File: src/design/scti_pkg.sv
// Shared types, codes and helpers for the sorted curve table interpolator.
// No dependencies; every other design file imports this package.
package scti_pkg;

    localparam int MAX_POINTS_DEF = 64;
    localparam int COORD_W        = 16;
    localparam int INDEX_W        = 6;
    localparam int TOTAL_W        = 7;
    localparam int MODE_W         = 3;
    localparam int STATUS_W       = 2;
    localparam int PROD_W         = 2 * (COORD_W + 1);
    localparam int DIST_W         = COORD_W + 1;

    typedef logic signed [COORD_W-1:0] coord_t;

    typedef enum logic [MODE_W-1:0] {
        OP_ADD     = 3'd0,
        OP_REMOVE  = 3'd1,
        OP_EDIT    = 3'd2,
        OP_READ    = 3'd3,
        OP_LOOKUP  = 3'd4,
        OP_RECLAMP = 3'd5
    } op_t;

    typedef enum logic [STATUS_W-1:0] {
        ST_OK       = 2'd0,
        ST_BAD_IDX  = 2'd1,
        ST_FULL     = 2'd2,
        ST_NO_COVER = 2'd3
    } status_t;

    typedef enum logic [1:0] {
        REG_BOX_MIN_X = 2'd0,
        REG_BOX_MIN_Y = 2'd1,
        REG_BOX_MAX_X = 2'd2,
        REG_BOX_MAX_Y = 2'd3
    } cfg_reg_t;

    typedef enum logic [4:0] {
        S_IDLE,
        S_INS_START,
        S_INS_RD,
        S_INS_CHK,
        S_INS_WR,
        S_DEL_RD,
        S_DEL_WR,
        S_RD_ADDR,
        S_RD_DATA,
        S_LU_RD,
        S_LU_CHK,
        S_LU_MUL,
        S_LU_DST,
        S_LU_DIV,
        S_LU_FIN,
        S_CL_RD,
        S_CL_WR,
        S_DONE
    } seq_state_t;

    typedef struct packed {
        logic start;
        logic [PROD_W-1:0] num;
        logic [DIST_W-1:0] den;
    } div_req_t;

    typedef struct packed {
        logic done;
        logic [PROD_W-1:0] quo;
    } div_rsp_t;

    function automatic coord_t clamp_coord(coord_t v, coord_t lo, coord_t hi);
        coord_t r;
        r = v;
        if (r < lo) r = lo;
        if (r > hi) r = hi;
        return r;
    endfunction

endpackage

File: src/design/sorted_curve_table_interpolator_top.sv
// Top level of the sorted curve table interpolator: stream ports and hierarchy.
// Depends on scti_pkg, scti_mem, scti_div and scti_ctrl.
//
// Channel   Direction  Beat contents
// s_*       in         tuser: mode; tdata: index, in_x, in_y
// m_*       out        tuser: status; tdata: out_index, out_x, out_y, point_total
// cfg_*     in         box register write, index 0..3, no read-back
//
// A refused item goes straight to the result; an edit at the front of a full table is a delete
// walk, then an insert walk; the memory walk sets its time (one read port, so each entry visited
// takes a read state and a check or write state), and a lookup adds the bit-serial divide.
// Reset empties the table at once; no clearing pass is needed.
// A finished result waits in the output register while the next beat is accepted;
// the sequencer stalls only when a second result is ready before the first is taken.
module sorted_curve_table_interpolator_top import scti_pkg::*; #(
    parameter int MAX_POINTS = MAX_POINTS_DEF
) (
    input  logic                 aclk,
    input  logic                 aresetn,
    input  logic                 cfg_we,
    input  logic [1:0]           cfg_index,
    input  logic [COORD_W-1:0]   cfg_data,
    input  logic                 s_tvalid,
    output logic                 s_tready,
    input  logic [39:0]          s_tdata,   // index[5:0], in_x[21:6], in_y[37:22], zero[39:38]
    input  logic [MODE_W-1:0]    s_tuser,   // mode[2:0]
    output logic                 m_tvalid,
    input  logic                 m_tready,
    output logic [47:0]          m_tdata,   // out_index[5:0], out_x[21:6], out_y[37:22],
                                            // point_total[44:38], zero[47:45]
    output logic [STATUS_W-1:0]  m_tuser    // status[1:0]
);

    localparam int AW = $clog2(MAX_POINTS);

    logic                 mem_we;
    logic [AW-1:0]        mem_waddr, mem_raddr;
    logic [2*COORD_W-1:0] mem_wdata, mem_rdata;
    div_req_t             div_req;
    div_rsp_t             div_rsp;
    logic [INDEX_W-1:0]   out_index;
    coord_t               out_x, out_y;
    logic [TOTAL_W-1:0]   out_total;

    scti_mem #(.DEPTH(MAX_POINTS)) u_mem (
        .aclk  (aclk),
        .we    (mem_we),
        .waddr (mem_waddr),
        .wdata (mem_wdata),
        .raddr (mem_raddr),
        .rdata (mem_rdata)
    );

    scti_div u_div (
        .aclk    (aclk),
        .aresetn (aresetn),
        .req     (div_req),
        .rsp     (div_rsp)
    );

    scti_ctrl #(.MAX_POINTS(MAX_POINTS)) u_ctrl (
        .aclk       (aclk),
        .aresetn    (aresetn),
        .cfg_we     (cfg_we),
        .cfg_index  (cfg_index),
        .cfg_data   (cfg_data),
        .in_valid   (s_tvalid),
        .in_ready   (s_tready),
        .in_mode    (s_tuser),
        .in_index   (s_tdata[5:0]),
        .in_x       (coord_t'(s_tdata[21:6])),
        .in_y       (coord_t'(s_tdata[37:22])),
        .out_valid  (m_tvalid),
        .out_ready  (m_tready),
        .out_status (m_tuser),
        .out_index  (out_index),
        .out_x      (out_x),
        .out_y      (out_y),
        .out_total  (out_total),
        .mem_we     (mem_we),
        .mem_waddr  (mem_waddr),
        .mem_wdata  (mem_wdata),
        .mem_raddr  (mem_raddr),
        .mem_rdata  (mem_rdata),
        .div_req    (div_req),
        .div_rsp    (div_rsp)
    );

    assign m_tdata = {3'b000, out_total, out_y, out_x, out_index};

endmodule

File: src/design/scti_mem.sv
// Point memory: one write port and one read port with registered read data.
// Depends on scti_pkg for the coordinate width.
module scti_mem import scti_pkg::*; #(
    parameter int DEPTH = MAX_POINTS_DEF
) (
    input  logic                       aclk,
    input  logic                       we,
    input  logic [$clog2(DEPTH)-1:0]   waddr,
    input  logic [2*COORD_W-1:0]       wdata,
    input  logic [$clog2(DEPTH)-1:0]   raddr,
    output logic [2*COORD_W-1:0]       rdata
);

    logic [2*COORD_W-1:0] mem_array [DEPTH];

    always_ff @(posedge aclk) begin
        if (we) begin
            mem_array[waddr] <= wdata;
        end
        rdata <= mem_array[raddr];
    end

endmodule

File: src/design/scti_div.sv
// Restoring unsigned divider, one quotient bit per cycle.
// Depends on scti_pkg for the request and response structs.
module scti_div import scti_pkg::*; (
    input  logic     aclk,
    input  logic     aresetn,
    input  div_req_t req,
    output div_rsp_t rsp
);

    localparam int CNT_W = $clog2(PROD_W + 1);

    logic [DIST_W-1:0] rem_reg, rem_next;
    logic [PROD_W-1:0] quo_reg, quo_next;
    logic [DIST_W-1:0] den_reg;
    logic [CNT_W-1:0]  cnt_reg;
    logic              busy_reg;
    logic              done_reg;
    logic [DIST_W:0]   trial;

    always_comb begin
        trial = {rem_reg, quo_reg[PROD_W-1]};
        if (trial >= {1'b0, den_reg}) begin
            rem_next = DIST_W'(trial - {1'b0, den_reg});
            quo_next = {quo_reg[PROD_W-2:0], 1'b1};
        end else begin
            rem_next = trial[DIST_W-1:0];
            quo_next = {quo_reg[PROD_W-2:0], 1'b0};
        end
    end

    always_ff @(posedge aclk) begin
        if (!aresetn) begin
            busy_reg <= 1'b0;
            done_reg <= 1'b0;
            cnt_reg  <= '0;
        end else if (req.start) begin
            busy_reg <= 1'b1;
            done_reg <= 1'b0;
            cnt_reg  <= CNT_W'(PROD_W);
            rem_reg  <= '0;
            quo_reg  <= req.num;
            den_reg  <= req.den;
        end else if (busy_reg) begin
            rem_reg <= rem_next;
            quo_reg <= quo_next;
            cnt_reg <= cnt_reg - 1'b1;
            if (cnt_reg == CNT_W'(1)) begin
                busy_reg <= 1'b0;
                done_reg <= 1'b1;
            end
        end
    end

    assign rsp.done = done_reg;
    assign rsp.quo  = quo_reg;

endmodule

File: src/design/scti_ctrl.sv
// Operation sequencer: walks the point memory, holds the clamp box and the result register.
// Depends on scti_pkg; drives scti_mem and scti_div.
module scti_ctrl import scti_pkg::*; #(
    parameter int MAX_POINTS = MAX_POINTS_DEF
) (
    input  logic                              aclk,
    input  logic                              aresetn,
    input  logic                              cfg_we,
    input  logic [1:0]                        cfg_index,
    input  logic [COORD_W-1:0]                cfg_data,
    input  logic                              in_valid,
    output logic                              in_ready,
    input  logic [MODE_W-1:0]                 in_mode,
    input  logic [INDEX_W-1:0]                in_index,
    input  coord_t                            in_x,
    input  coord_t                            in_y,
    output logic                              out_valid,
    input  logic                              out_ready,
    output logic [STATUS_W-1:0]               out_status,
    output logic [INDEX_W-1:0]                out_index,
    output coord_t                            out_x,
    output coord_t                            out_y,
    output logic [TOTAL_W-1:0]                out_total,
    output logic                              mem_we,
    output logic [$clog2(MAX_POINTS)-1:0]     mem_waddr,
    output logic [2*COORD_W-1:0]              mem_wdata,
    output logic [$clog2(MAX_POINTS)-1:0]     mem_raddr,
    input  logic [2*COORD_W-1:0]              mem_rdata,
    output div_req_t                          div_req,
    input  div_rsp_t                          div_rsp
);

    localparam int AW = $clog2(MAX_POINTS);
    localparam int CW = $clog2(MAX_POINTS + 1);

    seq_state_t state_reg, state_next;

    coord_t box_min_x_reg, box_min_y_reg, box_max_x_reg, box_max_y_reg;
    logic [CW-1:0]  count_reg;
    logic [CW-1:0]  ptr_reg;
    logic [AW-1:0]  pos_reg;
    op_t            mode_reg;
    coord_t         ix_reg, cx_reg, cy_reg;
    coord_t         prev_x_reg, prev_y_reg;
    logic signed [DIST_W-1:0] dx_reg, dy_reg;
    logic [DIST_W-1:0]        dist_reg;
    logic signed [PROD_W-1:0] prod_reg;
    logic           neg_reg;

    status_t        res_status_reg;
    logic [INDEX_W-1:0] res_index_reg;
    coord_t         res_x_reg, res_y_reg;

    logic           m_valid_reg;
    logic [STATUS_W-1:0] m_status_reg;
    logic [INDEX_W-1:0]  m_index_reg;
    coord_t         m_x_reg, m_y_reg;
    logic [TOTAL_W-1:0]  m_total_reg;

    coord_t         rd_x, rd_y;
    logic           accept;
    logic           bad_index;
    logic           full;
    logic           last_ptr;
    logic           seg_hit;
    logic           load_out;
    logic [AW-1:0]  ptr_addr, ptr_addr_inc;
    logic signed [DIST_W-1:0] quo_signed;

    assign rd_x         = coord_t'(mem_rdata[2*COORD_W-1:COORD_W]);
    assign rd_y         = coord_t'(mem_rdata[COORD_W-1:0]);
    assign accept       = in_valid && in_ready;
    assign in_ready     = (state_reg == S_IDLE);
    assign bad_index    = 32'(in_index) >= 32'(count_reg);
    assign full         = (count_reg == CW'(MAX_POINTS));
    assign last_ptr     = (CW'(ptr_reg + 1'b1) == count_reg);
    assign ptr_addr     = ptr_reg[AW-1:0];
    assign ptr_addr_inc = AW'(ptr_reg + 1'b1);
    assign seg_hit      = (prev_x_reg <= ix_reg) && (rd_x >= ix_reg) && (rd_x > prev_x_reg);
    assign load_out     = (state_reg == S_DONE) && (!m_valid_reg || out_ready);
    assign quo_signed   = neg_reg ? -$signed(div_rsp.quo[DIST_W-1:0])
                                  : $signed(div_rsp.quo[DIST_W-1:0]);

    always_comb begin
        state_next = state_reg;
        unique case (state_reg)
            S_IDLE: begin
                if (in_valid) begin
                    priority case (in_mode)
                        OP_ADD:               state_next = full ? S_DONE : S_INS_START;
                        OP_REMOVE, OP_EDIT:   state_next = bad_index ? S_DONE : S_DEL_RD;
                        OP_READ:              state_next = bad_index ? S_DONE : S_RD_ADDR;
                        OP_LOOKUP:            state_next = (count_reg < CW'(2)) ? S_DONE : S_LU_RD;
                        OP_RECLAMP:           state_next = (count_reg == '0) ? S_DONE : S_CL_RD;
                        default:              state_next = S_DONE;
                    endcase
                end
            end
            S_INS_START: state_next = (count_reg == '0) ? S_INS_WR : S_INS_RD;
            S_INS_RD:    state_next = S_INS_CHK;
            S_INS_CHK: begin
                if (rd_x > cx_reg && ptr_reg != '0) begin
                    state_next = S_INS_RD;
                end else begin
                    state_next = S_INS_WR;
                end
            end
            S_INS_WR:    state_next = S_DONE;
            S_DEL_RD: begin
                if (last_ptr) begin
                    state_next = (mode_reg == OP_EDIT) ? S_INS_START : S_DONE;
                end else begin
                    state_next = S_DEL_WR;
                end
            end
            S_DEL_WR:    state_next = S_DEL_RD;
            S_RD_ADDR:   state_next = S_RD_DATA;
            S_RD_DATA:   state_next = S_DONE;
            S_LU_RD:     state_next = S_LU_CHK;
            S_LU_CHK: begin
                if (ptr_reg == '0) begin
                    state_next = S_LU_RD;
                end else if (seg_hit) begin
                    state_next = S_LU_MUL;
                end else begin
                    state_next = last_ptr ? S_DONE : S_LU_RD;
                end
            end
            S_LU_MUL:    state_next = S_LU_DST;
            S_LU_DST:    state_next = S_LU_DIV;
            S_LU_DIV:    state_next = div_rsp.done ? S_LU_FIN : S_LU_DIV;
            S_LU_FIN:    state_next = S_DONE;
            S_CL_RD:     state_next = S_CL_WR;
            S_CL_WR:     state_next = last_ptr ? S_DONE : S_CL_RD;
            S_DONE:      state_next = load_out ? S_IDLE : S_DONE;
            default:     state_next = S_IDLE;
        endcase
    end

    always_comb begin
        mem_we        = 1'b0;
        mem_waddr     = ptr_addr;
        mem_wdata     = mem_rdata;
        mem_raddr     = ptr_addr;
        div_req.start = 1'b0;
        div_req.num   = prod_reg[PROD_W-1] ? PROD_W'(-prod_reg) : PROD_W'(prod_reg);
        div_req.den   = dist_reg;
        unique case (state_reg)
            S_INS_CHK: begin
                mem_we    = (rd_x > cx_reg);
                mem_waddr = ptr_addr_inc;
            end
            S_INS_WR: begin
                mem_we    = 1'b1;
                mem_waddr = pos_reg;
                mem_wdata = {cx_reg, cy_reg};
            end
            S_DEL_RD: begin
                mem_raddr = ptr_addr_inc;
            end
            S_DEL_WR: begin
                mem_we = 1'b1;
            end
            S_CL_WR: begin
                mem_we    = 1'b1;
                mem_wdata = {clamp_coord(rd_x, box_min_x_reg, box_max_x_reg),
                             clamp_coord(rd_y, box_min_y_reg, box_max_y_reg)};
            end
            S_LU_DST: begin
                div_req.start = 1'b1;
            end
            default: begin
            end
        endcase
    end

    always_ff @(posedge aclk) begin
        if (!aresetn) begin
            state_reg     <= S_IDLE;
            count_reg     <= '0;
            m_valid_reg   <= 1'b0;
            box_min_x_reg <= coord_t'(-32768);
            box_min_y_reg <= coord_t'(-32768);
            box_max_x_reg <= coord_t'(32767);
            box_max_y_reg <= coord_t'(32767);
        end else begin
            state_reg <= state_next;

            if (cfg_we) begin
                unique case (cfg_index)
                    REG_BOX_MIN_X: box_min_x_reg <= coord_t'(cfg_data);
                    REG_BOX_MIN_Y: box_min_y_reg <= coord_t'(cfg_data);
                    REG_BOX_MAX_X: box_max_x_reg <= coord_t'(cfg_data);
                    REG_BOX_MAX_Y: box_max_y_reg <= coord_t'(cfg_data);
                    default: begin
                    end
                endcase
            end

            if (load_out) begin
                m_valid_reg <= 1'b1;
            end else if (out_ready) begin
                m_valid_reg <= 1'b0;
            end

            if ((state_reg == S_DEL_RD) && last_ptr) begin
                count_reg <= count_reg - 1'b1;
            end else if (state_reg == S_INS_WR) begin
                count_reg <= count_reg + 1'b1;
            end
        end
    end

    always_ff @(posedge aclk) begin
        if (accept) begin
            mode_reg       <= op_t'(in_mode);
            ix_reg         <= in_x;
            cx_reg         <= clamp_coord(in_x, box_min_x_reg, box_max_x_reg);
            cy_reg         <= clamp_coord(in_y, box_min_y_reg, box_max_y_reg);
            res_index_reg  <= '0;
            res_x_reg      <= '0;
            res_y_reg      <= '0;
            priority case (in_mode)
                OP_ADD: begin
                    ptr_reg        <= CW'(in_index);
                    res_status_reg <= full ? ST_FULL : ST_OK;
                end
                OP_REMOVE, OP_EDIT, OP_READ: begin
                    ptr_reg        <= CW'(in_index);
                    res_status_reg <= bad_index ? ST_BAD_IDX : ST_OK;
                end
                OP_LOOKUP: begin
                    ptr_reg        <= '0;
                    res_status_reg <= (count_reg < CW'(2)) ? ST_NO_COVER : ST_OK;
                end
                default: begin
                    ptr_reg        <= '0;
                    res_status_reg <= ST_OK;
                end
            endcase
        end

        unique case (state_reg)
            S_INS_START: begin
                ptr_reg <= CW'(count_reg - 1'b1);
                pos_reg <= '0;
            end
            S_INS_CHK: begin
                if (rd_x > cx_reg) begin
                    pos_reg <= '0;
                    ptr_reg <= CW'(ptr_reg - 1'b1);
                end else begin
                    pos_reg <= ptr_addr_inc;
                end
            end
            S_INS_WR: begin
                res_index_reg <= INDEX_W'(pos_reg);
            end
            S_DEL_WR: begin
                ptr_reg <= CW'(ptr_reg + 1'b1);
            end
            S_RD_DATA: begin
                res_x_reg <= rd_x;
                res_y_reg <= rd_y;
            end
            S_LU_CHK: begin
                dx_reg     <= DIST_W'(ix_reg) - DIST_W'(prev_x_reg);
                dy_reg     <= DIST_W'(rd_y) - DIST_W'(prev_y_reg);
                dist_reg   <= DIST_W'(rd_x) - DIST_W'(prev_x_reg);
                if (ptr_reg == '0 || !seg_hit) begin
                    prev_x_reg <= rd_x;
                    prev_y_reg <= rd_y;
                    ptr_reg    <= CW'(ptr_reg + 1'b1);
                end
                if (ptr_reg != '0 && !seg_hit && last_ptr) begin
                    res_status_reg <= ST_NO_COVER;
                end
            end
            S_LU_MUL: begin
                prod_reg <= dx_reg * dy_reg;
                neg_reg  <= dy_reg[DIST_W-1];
            end
            S_LU_FIN: begin
                res_y_reg <= prev_y_reg + coord_t'(quo_signed[COORD_W-1:0]);
            end
            S_CL_WR: begin
                ptr_reg <= CW'(ptr_reg + 1'b1);
            end
            default: begin
            end
        endcase

        if (load_out) begin
            m_status_reg <= res_status_reg;
            m_index_reg  <= res_index_reg;
            m_x_reg      <= res_x_reg;
            m_y_reg      <= res_y_reg;
            m_total_reg  <= TOTAL_W'(count_reg);
        end
    end

    assign out_valid  = m_valid_reg;
    assign out_status = m_status_reg;
    assign out_index  = m_index_reg;
    assign out_x      = m_x_reg;
    assign out_y      = m_y_reg;
    assign out_total  = m_total_reg;

endmodule
File: config.mk
export PLATFORM = sky130hd
export DESIGN_NAME = sorted_curve_table_interpolator_top
export DESIGN_NICKNAME = d
export VERILOG_FILES = /design/src/design/scti_pkg.sv /design/src/design/sorted_curve_table_interpolator_top.sv /design/src/design/scti_mem.sv /design/src/design/scti_div.sv /design/src/design/scti_ctrl.sv
export SDC_FILE = /design/constraint.sdc
export NUM_CORES = 2
export LEC_CHECK = 0
export BUFFER_PORTS_ARGS = -buffer_cell sky130_fd_sc_hd__buf_2
export CAP_MARGIN = 20
export CORE_ASPECT_RATIO = 1.5
export CORE_MARGIN = 2
export CORE_UTILIZATION = 30
export CTS_CLUSTER_DIAMETER = 40
export DETAILED_ROUTE_END_ITERATION = 16
export PLACE_DENSITY = 0.47
export SYNTH_ARGS = -nofsm -noshare
export SYNTH_HDL_FRONTEND = slang
export SYNTH_SLANG_ARGS = --single-unit
File: constraint.sdc
create_clock -name aclk -period 15.9 [get_ports aclk]
set_clock_uncertainty 0.2 [all_clocks]
set_input_delay 1.59 -clock aclk [delete_from_list [all_inputs] [get_ports aclk]]
set_output_delay 1.59 -clock aclk [all_outputs]
set_load 0.02 [all_outputs]
# Word-level counts from Yosys, hierarchy flattened
# Memories as Yosys holds them, arrays and structs flattened. A register that Yosys moved wholly into a read port is not among the register bits.
# Index checks and enable logic that the tools add are counted.
# Widths: inputs -> output; s select.
[classes] n_addsub=12 multipliers=1 div_mod_pow=0 order_cmp=15 eq_ne=30 shift=0 mux=72 n_bitwise=1 n_reduce_logical=40
[ops] cell="$mux 16" count=15
[ops] cell="$mux 34" count=3
[ops] cell="$gt 16x16->1" count=6
[ops] cell="$pmux 5 s16" count=1
[ops] cell="$mux 5" count=13
[ops] cell="$lt 16x16->1" count=4
[ops] cell="$pmux 32 s2" count=1
[ops] cell="$sub 16x16->17" count=3
[ops] cell="$mux 6" count=7
[ops] cell="$eq 5x4->1 const B" count=8
[ops] cell="$mux 7" count=5
[ops] cell="$mul 17x17->34" count=1
[ops] cell="$mux 17" count=2
[ops] cell="$neg 34->34" count=1
[ops] cell="$pmux 16 s2" count=1
[ops] cell="$pmux 7 s4" count=1
[ops] cell="$pmux 5 s5" count=1
[ops] cell="$pmux 6 s2" count=2
[ops] cell="$eq 5x3->1 const B" count=4
[ops] cell="$ge 18x17->1" count=1
[ops] cell="$sub 17x17->17" count=1
[ops] cell="$add 16x16->16" count=1
[ops] cell="$ge 16x16->1" count=1
[ops] cell="$le 16x16->1" count=1
[ops] cell="other kinds (38)" count=87
[word_totals] reg_bits=422 latchBits=0 ram_bits=2048 rom_bits=0 input_bits=66 output_inout_bits=52 word_cells=208 mem_count=1
[mem_list] memory="u_mem.mem_array" depth=64 word_bits=32 read_ports=1 rd_ports_with_merged_regs=1 write_ports=1 line_no="scti_mem.sv:14" source="logic [2*COORD_W-1:0] mem_array [DEPTH];"

# Depth between registers and ports, before layout
[logic_depth] ltp_word=8 depth_mapped=25 depth_no_buf=23

# Hierarchy
# Synthesis repeated with hierarchy kept, for this count alone.
[unflattened] hier_cells=7060 hier_area_um2=115675.9
[modules_own_cells] mod="scti_mem" instances=1 cells_per_inst=3324 area_per_inst_um2=78512.8 seq_area_each_um2=62139.6
[modules_own_cells] mod="scti_ctrl" instances=1 cells_per_inst=3420 area_per_inst_um2=33279.4 seq_area_each_um2=9529.1
[modules_own_cells] mod="scti_div" instances=1 cells_per_inst=312 area_per_inst_um2=3857.4 seq_area_each_um2=2202.1
[modules_own_cells] mod="sorted_curve_table_interpolator_top" instances=1 cells_per_inst=4 area_per_inst_um2=26.3 seq_area_each_um2=0.0

# Least setup slack after synthesis
# No wires, ideal clock.
[synth_timing] path_kind="register to register" start="reg u_ctrl.box_min_x_reg[6]" end="mem u_mem.mem_array[0][16] in the netlist's numbering (data pin)" setup_ns=0.702 t_arrival_ns=6.050 required_time_ns=14.998 slack_ns=8.948 path_stages_with_launch=19 path_buffers=1 period_less_slack_ns=6.952 cell_sequence="dfxtp_1 -> inv_1 -> ha_1 -> o21a_1 -> o21a_1 -> o2111ai_1 -> a21oi_1 -> a2111oi_0 -> a2111oi_2 -> buf_2 -> mux2_1 -> ha_1 -> a21o_1 -> a21oi_1 -> nor2b_1 -> o21ai_0 -> and3_1 -> o21ai_0 -> o21ai_0"
[synth_via] elab_chain_len=6
[synth_lines] item="from (decl)" line_no="scti_ctrl.sv:38" source="coord_t box_min_x_reg, box_min_y_reg, box_max_x_reg, box_max_y_reg;"
[synth_lines] item="from (signal assigned)" line_no="scti_ctrl.sv:182" source="box_min_x_reg <= coord_t'(-32768);"
[synth_lines] item="from (signal assigned)" line_no="scti_ctrl.sv:191" source="REG_BOX_MIN_X: box_min_x_reg <= coord_t'(cfg_data);"
[synth_lines] item="$lt 16x16->1" line_no="scti_pkg.sv:74" source="if (r < lo) r = lo;"
[synth_lines] item="$mux 16 (*)" line_no="scti_pkg.sv:74"
[synth_lines] item="$mux 16 (*)" line_no="scti_ctrl.sv:148" source="unique case (state_reg)"
[synth_lines] item="$gt 16x16->1" line_no="scti_pkg.sv:75" source="if (r > hi) r = hi;"
[synth_lines] item="$mux 16 (*)" line_no="scti_pkg.sv:75"
[synth_lines] item="$pmux 32 s2 (*)" line_no="scti_ctrl.sv:148"
[synth_lines] item="named net mem_wdata[16]" line_no="sorted_curve_table_interpolator_top.sv:38" source="logic [2*COORD_W-1:0] mem_wdata, mem_rdata;"
[synth_lines] item="to (decl)" line_no="scti_mem.sv:14"
# The timed path passes the listed nets; every way through them passes the cells marked *. The select of a mux whose other input is x is not followed.

# Final worst setup path
[layout_timing] start="reg u_ctrl.dy_reg[8]" end="reg u_ctrl.prod_reg[33] (data pin)"
[layout_via] elab_chain_len=1
[layout_lines] item="from (decl)" line_no="scti_ctrl.sv:45" source="logic signed [DIST_W-1:0] dx_reg, dy_reg;"
[layout_lines] item="from (signal assigned)" line_no="scti_ctrl.sv:268" source="dy_reg <= DIST_W'(rd_y) - DIST_W'(prev_y_reg);"
[layout_lines] item="$mul 17x17->34" line_no="scti_ctrl.sv:280" source="prod_reg <= dx_reg * dy_reg;"
[layout_lines] item="to (signal assigned)" line_no="scti_ctrl.sv:280"
[layout_lines] item="to (decl)" line_no="scti_ctrl.sv:47" source="logic signed [PROD_W-1:0] prod_reg;"
# No other way between the ends.
# A chain may end at the register's enable or synchronous reset.

==> flow_summary.json <==
{
  "synth_cells": 8149,
  "rr_endpoint": "u_ctrl.prod_reg[33]",
  "cp.arrival_ns": 8.35,
  "synth_edf_count": 2376,
  "slew_viol_final": 0,
  "relSlewSlack_pct": 3.62,
  "cellPowerDensity_nw_per_um2": 202,
  "critPathKind": "reg -> reg",
  "finalInstanceArea_um2": 132000,
  "cts_tree": "done",
  "crit_chain": "nand2_1, fa_1, inv_1, fa_1, inv_1, fa_1, inv_1, fa_1, fa_1, inv_1, fa_1, inv_1, ha_1, o21ai_0, o21ai_0, a22oi_1, o31ai_1, a21o_1, a2111oi_0, o21ai_0, a21oi_1, xnor2_1",
  "hpwlAfterDp_mm": 231,
  "dieArea_um2": 391000,
  "ios": 118,
  "tns_ns": 0,
  "startpoint": "u_ctrl.dy_reg[8]",
  "power.leakage_nw": 46.2,
  "cts_root_buf": "clkbuf_16",
  "min_path_type": "reg -> reg",
  "reg2reg_depth": 22,
  "dpl_cell_area_um2": 123000,
  "vias": 69700,
  "fill_cells": 36900,
  "cp.required_ns": 16.26,
  "hold_buffers": 0,
  "syn2layout_area_growth_pct": 14.5,
  "critPathMostFrequentCell": "fa_1",
  "max_freq_mhz": 125,
  "cap_violations": 0,
  "critPathMaxFanout": 17,
  "cts_buffers": 268,
  "yosysSeqAreaShare_pct": 63.9,
  "netlist_area_um2": 116000,
  "rsz0062_at_grt": "false",
  "grtUsageTotal_pct": 18.4,
  "cpPeakStageDelay_ns": 1.00,
  "ctsResizeCount": 0,
  "drt-wirelength-per-cell_um": 26.8,
  "drive_gt1_share_pct": 13.6,
  "detail-route-antenna-nets": 0,
  "cts_buffer_depth": 4,
  "nets": 9032,
  "fin_crit_sh_pct": 50.2,
  "first_iter_violations": 5612,
  "finalHoldWorstSlack_ns": 0.194,
  "placedCellCount": 13100,
  "cp-start-kind": "flop",
  "synth_cell_types": 88,
  "clkSinkCount": 2502,
  "io_buffers": 112,
  "crit_end": "u_ctrl.prod_reg[33]",
  "grt_pass1_vias": 72200,
  "first_pass_iters": 5,
  "fin_crit_ns": 7.99,
  "grt_pass1_wl_mm": 522,
  "clkSlewWorstSetupHoldPaths_ns": 0.06,
  "ys.flop_type": "edfxtp_1",
  "final_cell_count_no_fill": 13700,
  "initial_core_util_pct": 30.1,
  "rows": 279,
  "syn_avg_cell_area_um2": 14.2,
  "finalWirelength_mm": 367,
  "cts_setup_buffers": 0,
  "antenna_found_initial": 46,
  "finalSetupViolations": 0,
  "crit_slowest_cell": "edfxtp_1",
  "chipWidth_um": 511,
  "die_y_um": 764,
  "htree_levels": 5,
  "tightest_slew_ns": 1.45,
  "ys_ff_latch": 2502,
  "largest_reg_flops": 2048,
  "detail_route.drc_violations": 0,
  "gp_congestion": 0.864,
  "status": "finished, final reports clean",
  "end_kind": "flop",
  "multi_input_area_um2": 39200,
  "synthArstFlopShare_pct": 0,
  "r2r_slack_ns": 7.91,
  "peakVddDrop_mv": 0.246,
  "vias_per_cell": 5.09,
  "coreArea_um2": 384000,
  "finalHoldViolCount": 0,
  "grt_start_max_net_pins": 145,
  "grt.overflow.total": 0,
  "seq_area_um2": 73900,
  "ys_warn_count": 0,
  "timing.rr.start": "u_ctrl.dy_reg[8]",
  "clk_latency_ns": 0.88
}
## cell type report
cell class / instances / share of cell area [%]
repair buffers: 304 / 1.60
clock inverters: 147 / 1.11
inverters: 528 / 1.50
flip-flops and latches: 2502 / 55.8
diodes: 121 / 0.229
multi-input cells: 4724 / 29.6
clock buffers: 322 / 5.41
well taps: 5058 / 4.78
## metrics by stage
step	util, %	power, mW	setup WS, ns
2_1_floorplan	-	15.9	8.95
3_3_place_gp	32.1	20.5	7.96
3_5_place_dp	32.1	20.7	7.98
4_1_cts	34.4	27.0	7.96
5_1_grt	34.4	27.9	7.67
6_report	34.4	26.8	7.91
## routing by layer
metal | global-route usage, % | vias up | wire [um]
li1 | - | 30800 | -
met1 | 21.1 | 36300 | 139000
met2 | 33.6 | 2060 | 193000
met3 | 1.96 | 574 | 16200
met4 | 10.2 | 2 | 18800
met5 | 0 | - | 13
## critical path: cells and delay by family, from the launching register on
| family | cells | cell delay, ns |
|---|---|---|
| simple gates | 1 | 0.18 |
| fa+ha+maj | 7 | 3.44 |
| xor+xnor | 1 | 0.10 |
| flops | 1 | 1.00 |
| compound gates | 8 | 2.50 |
| buf+inv | 5 | 0.30 |
## how the worst min path moves through the flow
stage                                  startpoint             endpoint  slack, ns  depth (start not counted)
final                        u_ctrl.res_y_reg[13]     u_ctrl.out_y[13]       0.19                          0
after global routing         u_ctrl.res_y_reg[13]     u_ctrl.out_y[13]       0.20                          0
after CTS                    u_ctrl.res_y_reg[13]     u_ctrl.out_y[13]       0.20                          0
after detailed placement      u_ctrl.res_x_reg[5]      u_ctrl.out_x[5]       0.21                          0
after global placement        u_ctrl.res_x_reg[5]      u_ctrl.out_x[5]       0.20                          0
after floorplan           u_ctrl.res_index_reg[0]  u_ctrl.out_index[0]       0.20                          0
## layout by cell type, fill, tap and decap left out, types with 126 or more instances in the layout
cell / synthesis / layout
buf_4: 6 / 179
a32oi_1: 126 / 126
and2_1: 175 / 174
fa_1: 301 / 301
inv_1: 527 / 525
nand3_1: 296 / 295
mux4_2: 256 / 256
dfxtp_1: 126 / 126
edfxtp_1: 2376 / 2376
o21ai_0: 168 / 167
nand2_1: 1198 / 1198
mux2i_1: 174 / 174
ha_1: 337 / 337
a22oi_1: 144 / 144
a31oi_1: 151 / 150
a21oi_1: 259 / 257
nor2_1: 220 / 151
clkbuf_16: 0 / 277
## cells by family (layout without fill, tap and decap cells)
| family | after synthesis | after routing | synth area share [%] |
|---|---|---|---|
| AOI/OAI and AO/OA | 1205 | 1205 | 7.01 |
| xor gates and xnor gates | 185 | 185 | 1.42 |
| adders and majority gates | 638 | 638 | 8.85 |
| buffers and inverters | 925 | 1301 | 3.10 |
| DFF | 2502 | 2502 | 63.9 |
| muxes | 505 | 505 | 7.22 |
| other | 1 | 124 | 0.00324 |
| and+or+nand+nor | 2188 | 2188 | 8.53 |
## synth_stat cells, drive strengths merged, types with 6 or more instances
library cell | count | area, um2
a21o | 58 | 435
o41ai | 10 | 95.1
clkbuf | 303 | 1140
o21a | 27 | 203
nand2 | 1198 | 4500
a211o | 6 | 52.6
mux2 | 75 | 845
a32oi | 126 | 1100
and2 | 176 | 1100
o211ai | 48 | 360
or4 | 45 | 342
xnor2 | 112 | 1000
nor4 | 10 | 68.8
or3 | 20 | 145
buf | 94 | 469
o21ai | 181 | 906
o21bai | 12 | 90.1
a21oi | 259 | 1300
xor2 | 73 | 639
mux2i | 174 | 1740
nand2b | 43 | 269
inv | 527 | 1980
nor2 | 224 | 856
o31ai | 19 | 156
a21boi | 41 | 308
nor2b | 42 | 270
ha | 337 | 4220
a221o | 18 | 180
a211oi | 20 | 150
dfxtp | 126 | 2520
a22oi | 144 | 1080
and3 | 30 | 188
mux4 | 256 | 5770
nand4 | 31 | 194
edfxtp | 2376 | 71300
o221ai | 23 | 201
a311oi | 7 | 61.3
o22ai | 10 | 62.6
nor3b | 6 | 50.1
fa | 301 | 6030
a31oi | 151 | 945
nor3 | 43 | 215
a2111oi | 9 | 85.1
nand3 | 297 | 1490
## power by group
group          switching, mW  internal, mW
logic                   7.67          2.88
clock network           2.70          3.55
registers              0.314          9.64
No activity file was read; power rests on OpenSTA's default activity.
